`src/sv/shs_pkg.sv`:
```
package shs_pkg;

    localparam int MarkerLen  = 6;
    localparam int QueueDepth = 2;

    localparam logic [7:0] ByteNul    = 8'h00;
    localparam logic [7:0] MarkerHead = 8'h48;

    localparam logic       KindData = 1'b0;
    localparam logic       KindEos  = 1'b1;

    // one flush request handed from the front to the back
    typedef struct packed {
        logic [2:0] held;   // marker bytes to replay, 0..5
        logic       emit;   // pass the data byte after them
        logic [7:0] data;
    } cmd_t;

    function automatic logic [7:0] marker_byte(input logic [2:0] idx);
        logic [7:0] b;
        case (idx)
            3'd0:    b = 8'h48;
            3'd1:    b = 8'h46;
            3'd2:    b = 8'h53;
            3'd3:    b = 8'h54;
            3'd4:    b = 8'h33;
            default: b = ByteNul;
        endcase
        return b;
    endfunction

endpackage

```
`src/sv/shs_front.sv`:
```
module shs_front (
    input  logic            clk,
    input  logic            rst_n,
    input  logic            kind,
    input  logic [7:0]      in_byte,
    input  logic            in_valid,
    output logic            in_ready,
    input  logic            q_full,
    output logic            q_push,
    output shs_pkg::cmd_t   q_cmd
);
    import shs_pkg::*;

    logic [2:0] match_count_reg, match_count_next;
    logic       skipping_reg, skipping_next;
    logic [2:0] mc;
    logic       accept;
    cmd_t       cmd;

    assign in_ready = !q_full;
    assign accept   = in_valid && in_ready;
    assign mc       = (match_count_reg >= 3'(MarkerLen)) ? 3'd0 : match_count_reg;

    always_comb
    begin
        match_count_next = match_count_reg;
        skipping_next    = skipping_reg;
        cmd.held         = 3'd0;
        cmd.emit         = 1'b0;
        cmd.data         = in_byte;
        if (accept)
        begin
            match_count_next = mc;
            if (kind == KindEos)
            begin
                cmd.held         = mc;
                match_count_next = 3'd0;
                skipping_next    = 1'b0;
            end
            else if (skipping_reg)
            begin
                if (in_byte == ByteNul)
                    skipping_next = 1'b0;
            end
            else if (in_byte == marker_byte(mc))
            begin
                if (mc == 3'(MarkerLen - 1))
                begin
                    skipping_next    = 1'b1;
                    match_count_next = 3'd0;
                end
                else
                    match_count_next = mc + 3'd1;
            end
            else
            begin
                // broken match: replay held bytes, then re-examine this byte
                cmd.held = mc;
                if (in_byte == MarkerHead)
                    match_count_next = 3'd1;
                else
                begin
                    match_count_next = 3'd0;
                    cmd.emit         = 1'b1;
                end
            end
        end
    end

    assign q_cmd  = cmd;
    assign q_push = accept && ((cmd.held != 3'd0) || cmd.emit);

    always_ff @(posedge clk or negedge rst_n)
    begin
        if (!rst_n)
        begin
            match_count_reg <= 3'd0;
            skipping_reg    <= 1'b0;
        end
        else
        begin
            match_count_reg <= match_count_next;
            skipping_reg    <= skipping_next;
        end
    end

endmodule

```
`src/sv/shs_queue.sv`:
```
module shs_queue #(
    parameter int Depth = shs_pkg::QueueDepth
) (
    input  logic            clk,
    input  logic            rst_n,
    input  logic            push,
    input  shs_pkg::cmd_t   push_cmd,
    output logic            full,
    input  logic            pop,
    output shs_pkg::cmd_t   pop_cmd,
    output logic            empty
);
    import shs_pkg::*;

    localparam int PtrW = (Depth > 1) ? $clog2(Depth) : 1;
    localparam int CntW = $clog2(Depth + 1);

    cmd_t            slots_reg [Depth];
    logic [PtrW-1:0] wr_ptr_reg, rd_ptr_reg;
    logic [CntW-1:0] count_reg;
    logic            do_push, do_pop;

    assign full    = (count_reg == CntW'(Depth));
    assign empty   = (count_reg == '0);
    assign do_push = push && !full;
    assign do_pop  = pop && !empty;
    assign pop_cmd = slots_reg[rd_ptr_reg];

    function automatic logic [PtrW-1:0] wrap_inc(input logic [PtrW-1:0] p);
        return (p == PtrW'(Depth - 1)) ? '0 : p + PtrW'(1);
    endfunction

    always_ff @(posedge clk)
    begin
        if (do_push)
            slots_reg[wr_ptr_reg] <= push_cmd;
    end

    always_ff @(posedge clk or negedge rst_n)
    begin
        if (!rst_n)
        begin
            wr_ptr_reg <= '0;
            rd_ptr_reg <= '0;
            count_reg  <= '0;
        end
        else
        begin
            if (do_push)
                wr_ptr_reg <= wrap_inc(wr_ptr_reg);
            if (do_pop)
                rd_ptr_reg <= wrap_inc(rd_ptr_reg);
            if (do_push && !do_pop)
                count_reg <= count_reg + CntW'(1);
            else if (do_pop && !do_push)
                count_reg <= count_reg - CntW'(1);
        end
    end

endmodule

```
`src/sv/shs_back.sv`:
```
module shs_back (
    input  logic            clk,
    input  logic            rst_n,
    input  logic            q_empty,
    input  shs_pkg::cmd_t   q_cmd,
    output logic            q_pop,
    output logic [7:0]      out_byte,
    output logic            out_last,
    output logic            out_valid,
    input  logic            out_ready
);
    import shs_pkg::*;

    cmd_t       cmd_reg;
    logic [2:0] idx_reg;
    logic       busy_reg;
    logic       last;
    logic       done;

    assign last = cmd_reg.emit ? (idx_reg == cmd_reg.held)
                               : (idx_reg == cmd_reg.held - 3'd1);
    assign done = busy_reg && out_ready && last;
    assign q_pop = !q_empty && (!busy_reg || done);

    assign out_valid = busy_reg;
    assign out_last  = last;
    assign out_byte  = (idx_reg < cmd_reg.held) ? marker_byte(idx_reg) : cmd_reg.data;

    always_ff @(posedge clk)
    begin
        if (q_pop)
            cmd_reg <= q_cmd;
    end

    always_ff @(posedge clk or negedge rst_n)
    begin
        if (!rst_n)
        begin
            busy_reg <= 1'b0;
            idx_reg  <= 3'd0;
        end
        else if (q_pop)
        begin
            busy_reg <= 1'b1;
            idx_reg  <= 3'd0;
        end
        else if (done)
            busy_reg <= 1'b0;
        else if (busy_reg && out_ready)
            idx_reg <= idx_reg + 3'd1;
    end

endmodule

```
`src/sv/stream_header_stripper.sv`:
```
// channel   signals                                   direction
// input     in_valid in_ready kind in_byte            in
// output    out_valid out_ready out_byte out_last     out
//
// one input byte per cycle while the flush queue has room
// an item yielding k results holds the output side until all k are taken (k up to 6)
// front tracks the marker match, back replays held bytes from a two-deep queue
// asynchronous active-low reset clears match state, queue and output
// a stalled output fills the queue, then in_ready drops
module stream_header_stripper #(
    parameter int QueueDepth = shs_pkg::QueueDepth
) (
    input  logic        clk,
    input  logic        rst_n,
    input  logic        kind,
    input  logic [7:0]  in_byte,
    input  logic        in_valid,
    output logic        in_ready,
    output logic [7:0]  out_byte,
    output logic        out_last,
    output logic        out_valid,
    input  logic        out_ready
);
    import shs_pkg::*;

    logic q_push, q_full, q_pop, q_empty;
    cmd_t push_cmd, pop_cmd;

    shs_front u_front (
        .clk      (clk),
        .rst_n    (rst_n),
        .kind     (kind),
        .in_byte  (in_byte),
        .in_valid (in_valid),
        .in_ready (in_ready),
        .q_full   (q_full),
        .q_push   (q_push),
        .q_cmd    (push_cmd)
    );

    shs_queue #(
        .Depth (QueueDepth)
    ) u_queue (
        .clk      (clk),
        .rst_n    (rst_n),
        .push     (q_push),
        .push_cmd (push_cmd),
        .full     (q_full),
        .pop      (q_pop),
        .pop_cmd  (pop_cmd),
        .empty    (q_empty)
    );

    shs_back u_back (
        .clk       (clk),
        .rst_n     (rst_n),
        .q_empty   (q_empty),
        .q_cmd     (pop_cmd),
        .q_pop     (q_pop),
        .out_byte  (out_byte),
        .out_last  (out_last),
        .out_valid (out_valid),
        .out_ready (out_ready)
    );

endmodule

```
`config.mk`:
```
export PLATFORM = sky130hd
export DESIGN_NAME = stream_header_stripper
export DESIGN_NICKNAME = d
export VERILOG_FILES = /design/src/sv/shs_pkg.sv /design/src/sv/shs_front.sv /design/src/sv/shs_queue.sv /design/src/sv/shs_back.sv /design/src/sv/stream_header_stripper.sv
export SDC_FILE = /design/constraint.sdc
export NUM_CORES = 1
export LEC_CHECK = 0
export BUFFER_PORTS_ARGS = -buffer_cell sky130_fd_sc_hd__buf_2
export CAP_MARGIN = 10
export CORE_AREA = 4 4 82 84
export DETAILED_ROUTE_END_ITERATION = 8
export DIE_AREA = 0 0 86 88
export GPL_ROUTABILITY_DRIVEN = 0
export SETUP_SLACK_MARGIN = 0.4
export SYNTH_ARGS = -nofsm -noshare
export SYNTH_HDL_FRONTEND = slang
export SYNTH_HIERARCHICAL = 1
export SYNTH_SLANG_ARGS = --single-unit
```
`constraint.sdc`:
```
create_clock -name clk -period 3.4 [get_ports clk]
set_input_delay 0.34 -clock clk [delete_from_list [all_inputs] [get_ports clk]]
set_output_delay 0.34 -clock clk [all_outputs]
set_load 0.01 [all_outputs]
```
* Word-level counts from Yosys, hierarchy flattened *
Memories as Yosys holds them, arrays and structs flattened. A register that Yosys moved wholly into a read port is not among the register bits.
Index checks and enable logic that the tools add are counted.
Widths: inputs -> output; s select.

word-level totals
  flip-flop bits (word level) = 12
  bits in writable memories = 24
  bits of input ports = 13
  output and inout port bits = 11
  logic and storage cells = 92
  memories = 1

memories
  memory             depth  bits a word  rd ports  clocked after Yosys merged registers in  write ports  RTL line         text
  u_queue.slots_reg  2      12           1         1                                        1            shs_queue.sv:18  cmd_t slots_reg [Depth];

cells by class
  $add $sub $neg = 7
  $lt $le $gt $ge = 2
  eq/ne operators = 15
  multiplexer cells = 35
  reductions and logical operators = 25

operators by type and width
  cell                 count
  $pmux 7 s5           2
  $mux 8               4
  $mux 3               9
  $mux 1               15
  $eq 3x2->1 const B   4
  $mux 4               3
  $eq 3x3->1 const B   3
  $logic_and 1x1->1    9
  $eq 8x7->1 const B   1
  $eq 8x8->1           1
  $logic_not 8->1      1
  $add 3x1->3 const B  2
  $eq 3x1->1 const B   2
  $eq 3x3->1           2
  $logic_not 3->1      2
  $reduce_bool 2->1    3
  $logic_not 1->1      5
  $mux 2               2
  $ge 3x3->1 const B   1
  $lt 3x3->1           1
  $reduce_bool 3->1    1
  $sub 3x1->3 const B  1
  $add 1x1->1 const B  2
  $add 2x1->2 const B  1
  6 further kinds      7

* Logic depth before layout (Yosys ltp) *
Gate-level depths: netlist (run 1).

  word-level depth = 20
  mapped depth = 16
  depth with buffers taken out = 15

* Hierarchy *
The synthesis (run 1) kept the hierarchy.

by module, submodules not included
  module     instances  cells each  area each (µm²)  sequential area each (µm²)
  shs_queue  1          56          1099.8           820.8
  shs_back   1          78          925.9            460.4
  shs_front  1          90          636.9            100.1

* Least setup slack after synthesis (run 1) *
Ideal clock, no wire load.

  path kind = flip-flop to flip-flop
  start point = reg u_back/cmd_reg[9] (netlist name)
  end point = reg u_queue.count_reg[1]
  library setup time = 0.079 ns
  arrival = 3.026 ns
  required time = 3.321 ns
  path slack = 0.295 ns
  cell stages (with the launch flop) = 13
  buffers on the path = 0
  clock period less this slack = 3.105 ns
  path through = edfxtp_1 > inv_1 > ha_1 > xor3_1 > o41a_4 > clkinv_2 > nand2_1 > a21oi_1 > o21ai_1 > ha_1 > xor2_1 > nor2_1 > xor2_1

on the way
  longest elaborated chain between the ends = 10
  elaborated cells between the ends (all ways) = 13
  classes of those cells = add/sub (1); eq/ne (2); mux (2); reduce/logical (8)

RTL lines
  what                                         RTL line                      text
  $sub 3x1->3                                  shs_back.sv:21                : (idx_reg == cmd_reg.held - 3'd1);
  $eq 3x3->1                                   shs_back.sv:21
  $mux 1 (*)                                   shs_back.sv:20                assign last = cmd_reg.emit ? (idx_reg == cmd_reg.held)
  named net out_last                           stream_header_stripper.sv:20  output logic out_last,
  $logic_and 1x1->1 (*)                        shs_back.sv:22                assign done = busy_reg && out_ready && last;
  $logic_or 1x1->1 (*)                         shs_back.sv:23                assign q_pop = !q_empty && (!busy_reg || done);
  $logic_and 1x1->1 (*)                        shs_back.sv:23
  named net q_pop                              stream_header_stripper.sv:26  logic q_push, q_full, q_pop, q_empty;
  $logic_and 1x1->1 (*)                        shs_queue.sv:26               assign do_pop = pop && !empty;
  $logic_not 1->1                              shs_queue.sv:53               if (do_push && !do_pop)
  $logic_and 1x1->1                            shs_queue.sv:53
  $mux 2 or $reduce_bool 2->1 (tied branches)  --
  to (signal assigned)                         shs_queue.sv:54               count_reg <= count_reg + CntW'(1);
  to (signal assigned)                         shs_queue.sv:56               count_reg <= count_reg - CntW'(1);
  to (decl)                                    shs_queue.sv:20               logic [CntW-1:0] count_reg;

The timed path passes the listed nets; every way through them passes the cells marked *.
A chain may end at the register's enable or synchronous reset.

* Final worst setup path (run 1) *
  start point = reg u_front.match_count_reg[2]
  end point = reg u_queue.count_reg[1]

on the way
  longest elaborated chain between the ends = 19
  elaborated cells between the ends (all ways) = 26
  classes of those cells = order compare (1); eq/ne (5); mux (11); reduce/logical (9)

RTL lines
  what                                      RTL line                      text
  from (decl)                               shs_front.sv:14               logic [2:0] match_count_reg, match_count_next;
  from (signal assigned)                    shs_front.sv:82               match_count_reg <= match_count_next;
  $ge 3x3->1                                shs_front.sv:22               assign mc = (match_count_reg >= 3'(MarkerLen)) ? 3'd0 : match_count_reg;
  $mux 3 (*)                                shs_front.sv:22
  $eq 3x3->1, or another cell as far along  shs_pkg.sv:21                 case (idx)
  $pmux 7 s5                                shs_pkg.sv:21
  $mux 8                                    shs_front.sv:40               else if (skipping_reg)
  $mux 8                                    shs_front.sv:34               if (kind == KindEos)
  $mux 8                                    shs_front.sv:31               if (accept)
  $eq 8x8->1                                shs_front.sv:45               else if (in_byte == marker_byte(mc))
  (+5 left out)                             --
  $logic_or 1x1->1 (*)                      shs_front.sv:71               assign q_push = accept && ((cmd.held != 3'd0) || cmd.emit);
  $logic_and 1x1->1 (*)                     shs_front.sv:71
  named net q_push                          stream_header_stripper.sv:26
  $logic_and 1x1->1 (*)                     shs_queue.sv:25               assign do_push = push && !full;
  named net u_queue.do_push                 shs_queue.sv:21               logic do_push, do_pop;
  $logic_not 1->1                           shs_queue.sv:55               else if (do_pop && !do_push)
  $logic_and 1x1->1                         shs_queue.sv:55
  $reduce_bool 2->1 (no source line)        --

The timed path passes the listed nets; every way through them passes the cells marked *. The select of a mux whose other input is x is not followed.

==> run summary, run 1 <==
gate count after technology mapping: 224
Max transition margin: 0.501
total power: 0.00202 W
DRC Markers: 0
Placeable Area: 0.00592 mm2
Synth Warn #: 6
unrepaired setup endpoints after global routing: false
Pwr Density: 686 mW/mm2
Max rail drop VDD: 0.315 mV
CP max stage delay: 0.45 ns
design area: 0.00294 mm2
Max-cap violations: 0
HPWL after DPL: 3340 um
clk_lat worst skew: 0.29 ns
antenna cell count: 0
status: completed
TritonRoute pass-1 iters: 3
CTS Buf Count: 5
Net Count, Synth: 248
DR iter-0 viols: 66
most frequent cell after synthesis: edfxtp_1
clk_skew: 0.00934 ns
die width: 86 um
share of the synthesized area in the top cell type: 0.406
final worst path period share: 0.819
Hold Path Depth: 1
P&R area growth vs syn: 10.4%
vias in the first global route: 1717
worst slew pin tran: 0.748 ns
Avg Cell Area, Syn: 11.9 um2
top cells by count, synth: edfxtp_1, inv_1, nor2_1
Req. time, crit path: 3.62 ns
gr ovfl total: 0
wire per inst: 14.2 um
via/cell ratio: 5.27
final wirelength: 4590 um
CP Launch Type: flip-flop
Yosys cell types: 49
slowest CP cell: dfrtp_2
max reg flops: 24
CTS tree: done
initial antenna violation count: 0
layout cells sized above 1: 0.265
Vias: 1707
Placed Area: 0.00280 mm2
hold crit path type: input pin to flip-flop
worst-path cell chain: and2b_2 > inv_1 > ha_2 > nor2b_1 > o22ai_1 > nand4_1 > a211o_1 > a21oi_4 > nor3_1 > nand2_2 > inv_1 > ha_1 > nor2_1 > xor2_1
CTS root buffer: clkbuf_8
setup_tns: 0 ns
Main synth FF type: edfxtp_1
pin count of the biggest net entering global routing: 15
Final Hold Fails: 0
I/O Buffers: 23
FF+latch count, synth: 48
fill count: 548
Slew Limit Fails: 0
nets: 272
Worst EP arrival: 3.01 ns
asr flop ratio synth: 0.250
global-route wire length before repair: 7980 um
cell mode on critical path: inv_1
synthesized cell area: 0.00266 mm2
Initial Util: 0.450
CP Max Fanout: 6
H-Tree Depth: 2
multi-input logic area: 0.00110 mm2
CP endpoint kind: flip-flop
Final Critical Period: 2.79 ns
num rows: 28
Crit Path Class: flip-flop to flip-flop
Global Route Usage Sum: 0.134
fin util: 0.497
Final setup viols: 0
fmax: 359 MHz
Clock Tree Buf Depth: 2
clk slew on worst S/H paths: 0.08 ns
die area: 0.00757 mm2
Synth area leaders: edfxtp_1, dfrtp_1, ha_1, mux2_4, inv_1
post-route ant nets: 0
DIE HEIGHT: 88 um
leakage: 1.19 nW
CTS Sinks: 48
area leader, netlist: edfxtp_1
Worst R2R Path Depth: 14
number of synthesized flops with an enable pin: 36
I/O pin cnt: 24
Seq/Total Area, Yosys: 0.519
register area: 0.00138 mm2
-- path summary, 6_finish.rpt --
kind | start | end | slack [ns]
min reg2reg | u_queue/wr_ptr_reg$_DFFE_PN0P_ | u_queue/wr_ptr_reg$_DFFE_PN0P_ | 0.49
min in group asynchronous | rst_n | u_queue/count_reg[0]$_DFFE_PN0P_ | 0.46
max reg2reg | u_front/match_count_reg[2]$_DFFE_PN0P_ | u_queue/count_reg[1]$_DFFE_PN0P_ | 0.61
min | in_byte[2] | u_queue/slots_reg[1][2]$_DFFE_PP_ | 0.29
max | u_front/match_count_reg[2]$_DFFE_PN0P_ | u_queue/count_reg[1]$_DFFE_PN0P_ | 0.61
max in group asynchronous | rst_n | u_front/match_count_reg[0]$_DFFE_PN0P_ | 2.70
-- per-layer routing --
metal / GRT usage / vias to the layer above / share of wire
met1: 0.172 / 828 / 0.47
met3: 0.0301 / 6 / 0.031
met5: 0 / - / 0
met2: 0.225 / 25 / 0.49
li1: - / 848 / -
met4: 0.0417 / 0 / 0.012
-- critical path, delay by kind of cell (launching register included) --
family	cells	cell delay, ns
XOR/XNOR	1	0.14
AND/OR/NAND/NOR	6	0.78
AO/OA/AOI/OAI	3	0.68
flip-flops	1	0.45
buffers and inverters	2	0.13
adder cells (fa/ha/maj)	2	0.52
-- report_power, final --
group / switching (W) / internal (W) / leakage, nW
clock network: 0.000164 / 0.000143 / 0.0399
registers: 0.000121 / 0.000774 / 0.474
logic: 0.000403 / 0.000413 / 0.677
-- logic make-up after synthesis --
family,after synthesis,share of synthesized area
AND/OR/NAND/NOR,56,0.111
flip-flops,48,0.519
AO/OA/AOI/OAI,43,0.119
buffers and inverters,38,0.0719
multiplexers,19,0.0916
adder cells (fa/ha/maj),11,0.0517
XOR/XNOR,9,0.0352
-- per-stage QoR --
step | worst slack, ns | hold WS (ns) | std cells
2_1_floorplan | 0.601 | 0.0444 | 224
3_3_place_gp | 0.631 | 0.238 | 310
3_5_place_dp | 0.553 | 0.239 | 310
4_1_cts | 0.535 | 0.275 | 319
5_1_grt | 0.380 | 0.286 | 324
6_report | 0.615 | 0.287 | 324
-- cells in the final DEF, fill, tap and decap left out, drive strengths merged, types with 11 or more instances in the layout --
cell,instances
buf,33
edfxtp,36
a21oi,11
mux2,16
nor2,15
dfrtp,12
inv,20
ha,11
nor3,11
-- what timing repair did --
action | CTS | global route
hold endpoints to repair | 12 | 0
gates resized for setup | 0 | 7
buffers inserted | 0 | 5
hold buffers | 1 | 0
endpoints found under the setup margin | 0 | 2
-- final cells by class --
cell class	instances	share of cell area
clock inverters	1	0.00128
inverters	21	0.0272
well taps	75	0.0319
clock buffers	7	0.0260
repair buffers	34	0.0681
flip-flops and latches	48	0.471
multi-input cells	138	0.375
No activity file was read; power rests on OpenSTA's default activity.
==> run 2: changes to the inputs <==
- clock period: 3.4 -> 2.37 ns (I/O delays scaled with it)
==> run summary, run 2 (synthesis gave the netlist of run 1 again) <==
vias in the first global route: 1795 (+4.5%)
final wirelength: 4830 um (+5.3%)
Placed Area: 0.00308 mm2 (+10%)
Crit path buffers/inverters: 1 (-1)
worst slew pin tran: 0.717 ns (-0.0307 ns)
Global Route Usage Sum: 0.140 (+0.00599)
most frequent cells in the layout: edfxtp_1, buf_4, buf_2, inv_1, buf_6
total power: 0.00351 W (+74%)
CTS Buf Count: 5 (unchanged)
register area: 0.00138 mm2 (unchanged)
Req. time, crit path: 2.59 ns (-1.03 ns)
clk_lat worst skew: 0.29 ns (about the same)
slowest CP cell: dfrtp_1
TritonRoute pass-1 iters: 4 (+1)
global-route wire length before repair: 8110 um (+1.6%)
HPWL after DPL: 3590 um (+7.6%)
fmax: 395 MHz (+10%)
die area: 0.00757 mm2 (unchanged)
switching pwr: 0.00116 W (+68%)
Max rail drop VDD: 0.553 mV (+76%)
DR iter-0 viols: 60 (-9.1%)
pin count of the biggest net entering global routing: 16 (+1)
gr ovfl total: 0 (unchanged)
CP endpoint kind: flip-flop
most common cell after layout, fill and taps aside: edfxtp_1
die width: 86 um (unchanged)
CP Max Fanout: 4 (-2)
Final Critical Period: 2.53 ns (-0.254 ns)
Final Hold Fails: 0 (unchanged)
H-Tree Depth: 2 (unchanged)
CTS root buffer: clkbuf_8
unrepaired setup endpoints after global routing: true
hold crit path type: input pin to flip-flop
clk_skew: 0.00940 ns (+0.0000652 ns)
Max transition margin: 0.522 (+0.0205)
initial antenna violation count: 0 (unchanged)
layout cells sized above 1: 0.432 (+0.167)
Max-cap violations: 0 (unchanged)
via/cell ratio: 5.10 (-3.2%)
Slew Limit Fails: 0 (unchanged)
Initial Util: 0.450 (unchanged)
design area: 0.00346 mm2 (+18%)
P&R area growth vs syn: 30.0%
worst-path cell chain: nor2b_4 > and2_4 > ha_4 > nor2_4 > xor2_1 > nand4_1 > a211o_1 > a21oi_4 > nor3_2 > nand2_2 > inv_2 > ha_4 > xor2_1 > nor2_1 > xor2_1
max reg flops: 24 (unchanged)
Post-Place Cells: 334 (+7.7%)
cell family with most CP delay: simple AND/OR/NAND/NOR gates
leakage: 1.42 nW (+19%)
CP max stage delay: 0.41 ns (-0.04 ns)
I/O pin cnt: 24 (unchanged)
antenna cell count: 0 (unchanged)
num rows: 28 (unchanged)
fin cells: 353 (+9.0%)
setup_tns: -1.50 ns (-1.50 ns)
status: finished with violations
final worst setup slack: -0.162 ns (-0.776 ns)
combinational power share: 0.510 (+0.105)
Worst EP arrival: 2.76 ns (-0.25 ns)
Int Pwr: 0.00235 W (+77%)
CP Launch Type: flip-flop
DIE HEIGHT: 88 um (unchanged)
CTS Sinks: 48 (unchanged)
I/O Buffers: 23 (unchanged)
Sw Share: 0.330 (-0.0111)
cell mode on critical path: xor2_1
clock share of power: 0.130 (-0.022)
clk slew on worst S/H paths: 0.09 ns (about the same)
CTS tree: done
nets: 301 (+11%)
DRC Markers: 0 (unchanged)
failing checks: negative setup slack
wire per inst: 13.7 um (-3.4%)
Placeable Area: 0.00592 mm2 (unchanged)
Clock Tree Buf Depth: 2 (unchanged)
final worst path period share: 1.07 (+0.249)
Pwr Density: 1010 mW/mm2 (+48%)
Seq pwr share: 0.360 (-0.083)
Crit Path Class: flip-flop to flip-flop
post-route ant nets: 0 (unchanged)
multi-input logic area: 0.00128 mm2 (+16%)
fill count: 523 (-4.6%)
Vias: 1800 (+5.4%)
Final setup viols: 25 (+25)
fin util: 0.585 (+0.0879)
-- run 2: repair_timing --
action                     in CTS  in global routing
hold buffers                    1                  0
setup endpoints to repair      64                 62
pin swaps                      13                 11
setup buffers                   7                  2
gates cloned                    1                  0
gates resized for setup        36                  9
hold endpoints to repair       12                  0
-- run 2: stage by stage --
stage	hold slack, ns	setup slack (ns)
2_1_floorplan	-0.0586	-0.200
3_3_place_gp	0.136	-0.112
3_5_place_dp	0.140	-0.175
4_1_cts	0.178	-0.154
5_1_grt	0.178	-0.299
6_report	0.194	-0.162
-- run 2: final cells by class --
type / instances / area share
flip-flops and latches: 48 / 0.400
well taps: 75 / 0.0271
multi-input cells: 138 / 0.369
clock buffers: 6 / 0.0210
repair buffers: 63 / 0.155
inverters: 21 / 0.0242
clock inverters: 2 / 0.00362
-- run 2: routing by layer --
metal | GRT usage | part of all wire
met5 | 0 | 0
met4 | 0.0633 | 0.024
met3 | 0.0282 | 0.030
met2 | 0.241 | 0.51
met1 | 0.169 | 0.44
-- run 2: power by group through the flow --
stage / clock (W) / combinational (W) / sequential, W
after global placement: 0 / 0.00133 / 0.00128
after detailed placement: 0 / 0.00136 / 0.00128
after CTS: 0.000478 / 0.00178 / 0.00127
after global routing: 0.000517 / 0.00195 / 0.00129
final: 0.000456 / 0.00179 / 0.00127
after floorplan: 0 / 0.000992 / 0.00122
-- run 2: final timing paths --
| path | depth (start not counted) | from | to | slack, ns |
|---|---|---|---|---|
| max | 15 | u_front/match_count_reg[1]$_DFFE_PN0P_ | u_queue/count_reg[1]$_DFFE_PN0P_ | -0.16 |
| min | 1 | in_byte[7] | u_queue/slots_reg[0][7]$_DFFE_PP_ | 0.19 |
| max reg2reg | 15 | u_front/match_count_reg[1]$_DFFE_PN0P_ | u_queue/count_reg[1]$_DFFE_PN0P_ | -0.16 |
| min reg2reg | 1 | u_queue/slots_reg[0][7]$_DFFE_PP_ | u_back/cmd_reg[7]$_DFFE_PP_ | 0.53 |
| max in group asynchronous | 2 | rst_n | u_back/idx_reg[1]$_DFFE_PN0P_ | 1.78 |
| min in group asynchronous | 2 | rst_n | u_queue/count_reg[0]$_DFFE_PN0P_ | 0.35 |
